==> config.mk <==
export PLATFORM = sky130hd
export DESIGN_NAME = sco_wide_mul
export DESIGN_NICKNAME = d
export VERILOG_FILES = /design/src/rtl/sco_pkg.sv /design/src/rtl/sco_wide_mul.sv
export SDC_FILE = /design/constraint.sdc
export NUM_CORES = 2
export LEC_CHECK = 0
export BUFFER_PORTS_ARGS = -buffer_cell sky130_fd_sc_hd__buf_2
export CAP_MARGIN = 20
export CORE_MARGIN = 2
export CORE_UTILIZATION = 55
export CTS_CLUSTER_DIAMETER = 150
export DETAILED_ROUTE_END_ITERATION = 8
export GPL_ROUTABILITY_DRIVEN = 0
export PLACE_DENSITY = 0.69
export REMOVE_ABC_BUFFERS = 1
export SETUP_SLACK_MARGIN = 0.05
export SYNTH_ARGS = -nofsm -noshare
export SYNTH_HDL_FRONTEND = slang
export SYNTH_SLANG_ARGS = --single-unit
==> constraint.sdc <==
create_clock -name aclk -period 10 [get_ports aclk]
set_input_delay 0.5 -clock aclk [delete_from_list [all_inputs] [get_ports aclk]]
set_output_delay 0.5 -clock aclk [all_outputs]
set_load 0.01 [all_outputs]
==> src/rtl/sco_pkg.sv <==
// Shared widths and types for the sphere/capsule overlap pipeline.
package sco_pkg;

    localparam int COORD_BITS = 16;
    localparam int NUM_AXES   = 3;
    localparam int RAD_W      = 15;
    localparam int RSUM_W     = RAD_W + 1;
    localparam int RR_W       = 2 * RSUM_W;
    localparam int DIFF_W     = COORD_BITS + 1;
    localparam int PROD_W     = 2 * DIFF_W;
    localparam int DOT_W      = PROD_W + 1;
    // holds ww - rr, ww - 2t + l2 and 2t without overflow
    localparam int EXT_W      = ((DOT_W > RR_W) ? DOT_W : (RR_W + 1)) + 1;
    localparam int MUL_W      = EXT_W - 1;
    localparam int LO_W       = (MUL_W + 1) / 2;
    localparam int HI_W       = MUL_W - LO_W;
    localparam int P_W        = 2 * MUL_W;

    typedef struct packed {
        logic pp;   // partial product stage advances
        logic sum;  // partial sum stage advances
    } sco_en_t;

endpackage

==> src/rtl/sco_wide_mul.sv <==
// Two-stage unsigned MUL_W x MUL_W multiplier built from half-width partial products.
module sco_wide_mul
    import sco_pkg::*;
(
    input  logic             aclk,
    input  sco_en_t          en,
    input  logic [MUL_W-1:0] a,
    input  logic [MUL_W-1:0] b,
    output logic [P_W-1:0]   p
);

    logic [2*LO_W-1:0]      ll_reg;
    logic [LO_W+HI_W-1:0]   lh_reg;
    logic [LO_W+HI_W-1:0]   hl_reg;
    logic [2*HI_W-1:0]      hh_reg;
    logic [P_W-1:0]         p_reg;
    logic [LO_W+HI_W:0]     mid_next;
    logic [P_W-1:0]         p_next;

    always_ff @(posedge aclk) begin
        if (en.pp) begin
            ll_reg <= a[LO_W-1:0] * b[LO_W-1:0];
            lh_reg <= a[LO_W-1:0] * b[MUL_W-1:LO_W];
            hl_reg <= a[MUL_W-1:LO_W] * b[LO_W-1:0];
            hh_reg <= a[MUL_W-1:LO_W] * b[MUL_W-1:LO_W];
        end
    end

    always_comb begin
        mid_next = (LO_W+HI_W+1)'(lh_reg) + (LO_W+HI_W+1)'(hl_reg);
        p_next   = {hh_reg, ll_reg} + (P_W'(mid_next) << LO_W);
    end

    always_ff @(posedge aclk) begin
        if (en.sum) begin
            p_reg <= p_next;
        end
    end

    assign p = p_reg;

endmodule

# ---- Word level (Yosys, flattened, before mapping)
# Index checks and enable logic that the tools add are counted.
# W data, S select, Z words.
dict set report op_classes {
  add_sub_neg 2
  n_mul 4
}
# operator n
set op_table {}
lappend op_table {{$add A70 B54 Y70} 1}
lappend op_table {{$add A35 B35 Y36} 1}
lappend op_table {{$mul A18 B18 Y36} 1}
lappend op_table {{$mul A17 B18 Y35} 1}
lappend op_table {{$mul A18 B17 Y35} 1}
lappend op_table {{$mul A17 B17 Y34} 1}
dict set report word_totals {
  ff_bits 210
  out_inout_bits 70
}

# ---- Logic depth before layout (Yosys ltp)
dict set report logic_depth {
  ltp_word 2
  ltp_mapped 25
}

# ---- Least setup slack after synthesis
# No wires, ideal clock.
dict set report synth_path {
  path_type {input port to flip-flop}
  from {input port a[28]}
  to {register hh_reg[33], data pin}
  cell_stages 20
  t_arrival_ps 6099
  t_required_ps 9740
  path_buffers 2
  path_slack_ps 3642
  setup_ps 260
  cell_sequence {clkbuf_1 clkbuf_1 nand2_1 fa_1 fa_1 fa_1 fa_1 inv_1 fa_1 fa_1 ha_1 a21oi_1 o21ai_0 or3_1 o211ai_1 a21boi_0 a311oi_1 o21ai_0 a21oi_1 xnor2_1}
}
dict set report synth_via {
  elab_chain_cells 1
}
# item line
set synth_rtl {}
lappend synth_rtl {{from (decl)} sco_wide_mul.sv:7} ;# input logic [MUL_W-1:0] a,
lappend synth_rtl {{$mul A17 B17 Y34} sco_wide_mul.sv:25} ;# hh_reg <= a[MUL_W-1:LO_W] * b[MUL_W-1:LO_W];
lappend synth_rtl {{to (signal assigned)} sco_wide_mul.sv:25}
lappend synth_rtl {{to (decl)} sco_wide_mul.sv:15} ;# logic [2*HI_W-1:0] hh_reg;
# Every way passes these cells.
# A chain may end at the register's enable or synchronous reset.

# ---- Worst setup path after layout
dict set report layout_path {
  from {input port a[9]}
  to {register lh_reg[29], data pin}
}
dict set report layout_via {
  elab_chain_cells 1
}
# item line
set layout_rtl {}
lappend layout_rtl {{$mul A18 B17 Y35} sco_wide_mul.sv:23} ;# lh_reg <= a[LO_W-1:0] * b[MUL_W-1:LO_W];
lappend layout_rtl {{to (signal assigned)} sco_wide_mul.sv:23}
lappend layout_rtl {{to (decl)} sco_wide_mul.sv:13} ;# logic [LO_W+HI_W-1:0] lh_reg;
# Every way passes these cells.

==> reports/qor.txt <==
grt total ovfl = 0
number of H-tree branching levels = 1
vias in the first global route = 39000
Final setup viols = 0
Register Area = 6310 um^2
largest net degree at the start of global routing = 80
Worst-Margin Slew = 1030 ps
post-synth top area share = 38.4%
Chip Width = 306 um
CTS tree = built
DRT antenna net count = 0
synthesis-stage register bit count = 210
Synth Cell Area = 50100 um^2
clk root buf = clkbuf_16
met2 global-route usage = 45.8%
Post-Synthesis Cells = 5405
run status = complete, no violations
share of layout cells above drive strength 1 = 4.66%
antenna violations before repair = 2
DR vias = 36400
largest area contributor in the netlist = fa_1
area grow syn2layout = 4.81%
synth warn = 0
part of the cycle the worst path needs = 70.4%
TritonCTS buffer count = 27
Async SR Flop Fraction = 0%
average footprint of a synthesized cell = 9.27 um^2
number of flip-flops in the largest register = 70
grt met1 use = 39.6%
critical path required time = 10350 ps
Setup crit start kind = input port
dpl cell area = 51600 um^2
Synth top cells by count = inv_1 (1154), fa_1 (960), nand2_1 (785), and2_1 (547), ha_1 (507)
maxcap violations = 0
hold slack = 417 ps
Worst Hold Class = flop to flop
top cells by area, synth = fa_1 (38%), ha_1 (13%), edfxtp_1 (13%)
Via density = 5.54
dpl ws = 2500 ps
IO Count = 143
final instance area = 52500 um^2
First-pass DRT Iterations = 5
Fin. Hold Viols = 0
initial drt markers = 2364
crit path capture type = flop
final setup margin = 2960 ps
distinct cell type count after synthesis = 63
CTS resizes = 0
fin crit period = 7040 ps
CP Max Fanout = 22
DP HPWL = 95.2 mm
Max Buffers Root-to-Sink = 3
final WL = 126 mm
Avg WL per Cell = 19.2 um
fmax = 142 MHz
WP data arrival = 7390 ps
EDFF count, synth = 210
number of hold buffers added after cts = 0
Top FF cell, synth = edfxtp_1
met3 global-route usage = 4.12%
critical path class = input port to flop
Clock Latency Late Sink = 610 ps
final setup TNS = 0 ps
CTS Sinks = 210
Initial Utilization = 55.6%
Slew Limit Fails = 0
nets = 6909
# rows = 110
Relative slew margins = 31.3%
global-route wire length before repair = 209 mm
Die Y-Extent = 306 um
post-synthesis sequential area ratio = 12.6%
Multi-input gate area = 38500 um^2
I/O Buffers = 142
skew final = 42.2 ps
Most Used Layer, Global Route = met2
# Post-CTS Setup Buffers = 0
Clock transition at path regs = 60 ps
Filler cells = 7948
RSZ-0062 raised after global routing = no
Core Area = 90100 um^2
most frequent cell after synthesis = inv_1
GRT Overall Usage = 28.3%
die area = 93500 um^2
DRC = 0
-- placed cells by master, fill, tap and decap left out, types with 24 or more instances in the layout --
master | synthesis | layout
nand3_1 | 24 | 24
nor2_1 | 98 | 98
nor2b_1 | 27 | 27
edfxtp_1 | 210 | 210
a21oi_1 | 176 | 176
a21o_1 | 89 | 89
xor2_1 | 54 | 54
clkbuf_16 | 0 | 27
nand2_1 | 785 | 785
and2_1 | 547 | 547
xnor2_1 | 145 | 145
ha_1 | 507 | 507
buf_4 | 0 | 39
o21ai_0 | 96 | 96
buf_2 | 0 | 140
inv_1 | 1154 | 1154
fa_1 | 960 | 960
-- stage by stage --
| stage | instances | util (%) |
|---|---|---|
| floorplan | 5160 | - |
| global placement | 6516 | 57.3 |
| detailed placement | 6516 | 57.3 |
| CTS | 6566 | 58.2 |
| global route | 6566 | 58.2 |
| finish | 6568 | 58.2 |
-- final timing paths --
kind	start	to	slack (ps)	depth (start not counted)
max	a[9]	lh_reg[29]	2960	22
min	ll_reg[14]	p[14]	420	0
max reg2reg	lh_reg[0]	p[64]	3790	21
min reg2reg	ll_reg[14]	p[14]	420	0
-- critical path, cell delays in order --
cell     delay, ps
buf_2          480
buf_4          380
nand2_1        120
fa_1           540
fa_1           520
fa_1           520
inv_1           50
ha_1           290
fa_1           490
inv_1           50
fa_1           470
inv_1           40
ha_1           370
and3_1         190
nor2b_1        130
a31oi_1         70
a31oi_1        330
a21oi_1        240
o41ai_1        930
a31oi_1        280
o21ai_0        260
xor2_1          90
-- cell type report --
cell class	count	share of cell area [%]
well taps	1176	2.80
diodes	2	0.00953
repair buffers	180	1.91
flip-flops and latches	210	12.0
multi-input cells	3796	73.4
inverters	1154	8.25
clock buffers	32	1.32
clock inverters	18	0.291
-- routing by layer --
metal | part of all wire [%] | up-vias
li1 | - | 16400
met1 | 43 | 18600
met2 | 46 | 1241
met3 | 7.3 | 182
met4 | 3.5 | 4
met5 | 0.021 | -
-- kinds of logic (layout without fill, tap and decap cells) --
kind of cell | after synthesis | after routing | share of synthesized area, %
AO/OA/AOI/OAI | 543 | 543 | 7.07
XOR/XNOR | 199 | 199 | 3.48
other | 0 | 2 | 0
adder cells (fa/ha/maj) | 1467 | 1467 | 51.0
flip-flops | 210 | 210 | 12.6
AND/OR/NAND/NOR | 1587 | 1587 | 15.3
buffers and inverters | 1399 | 1384 | 10.5
Power is left out: the tool's default activity adds up to more than one toggle a clock period on the data nets, which glitch-free logic cannot reach.
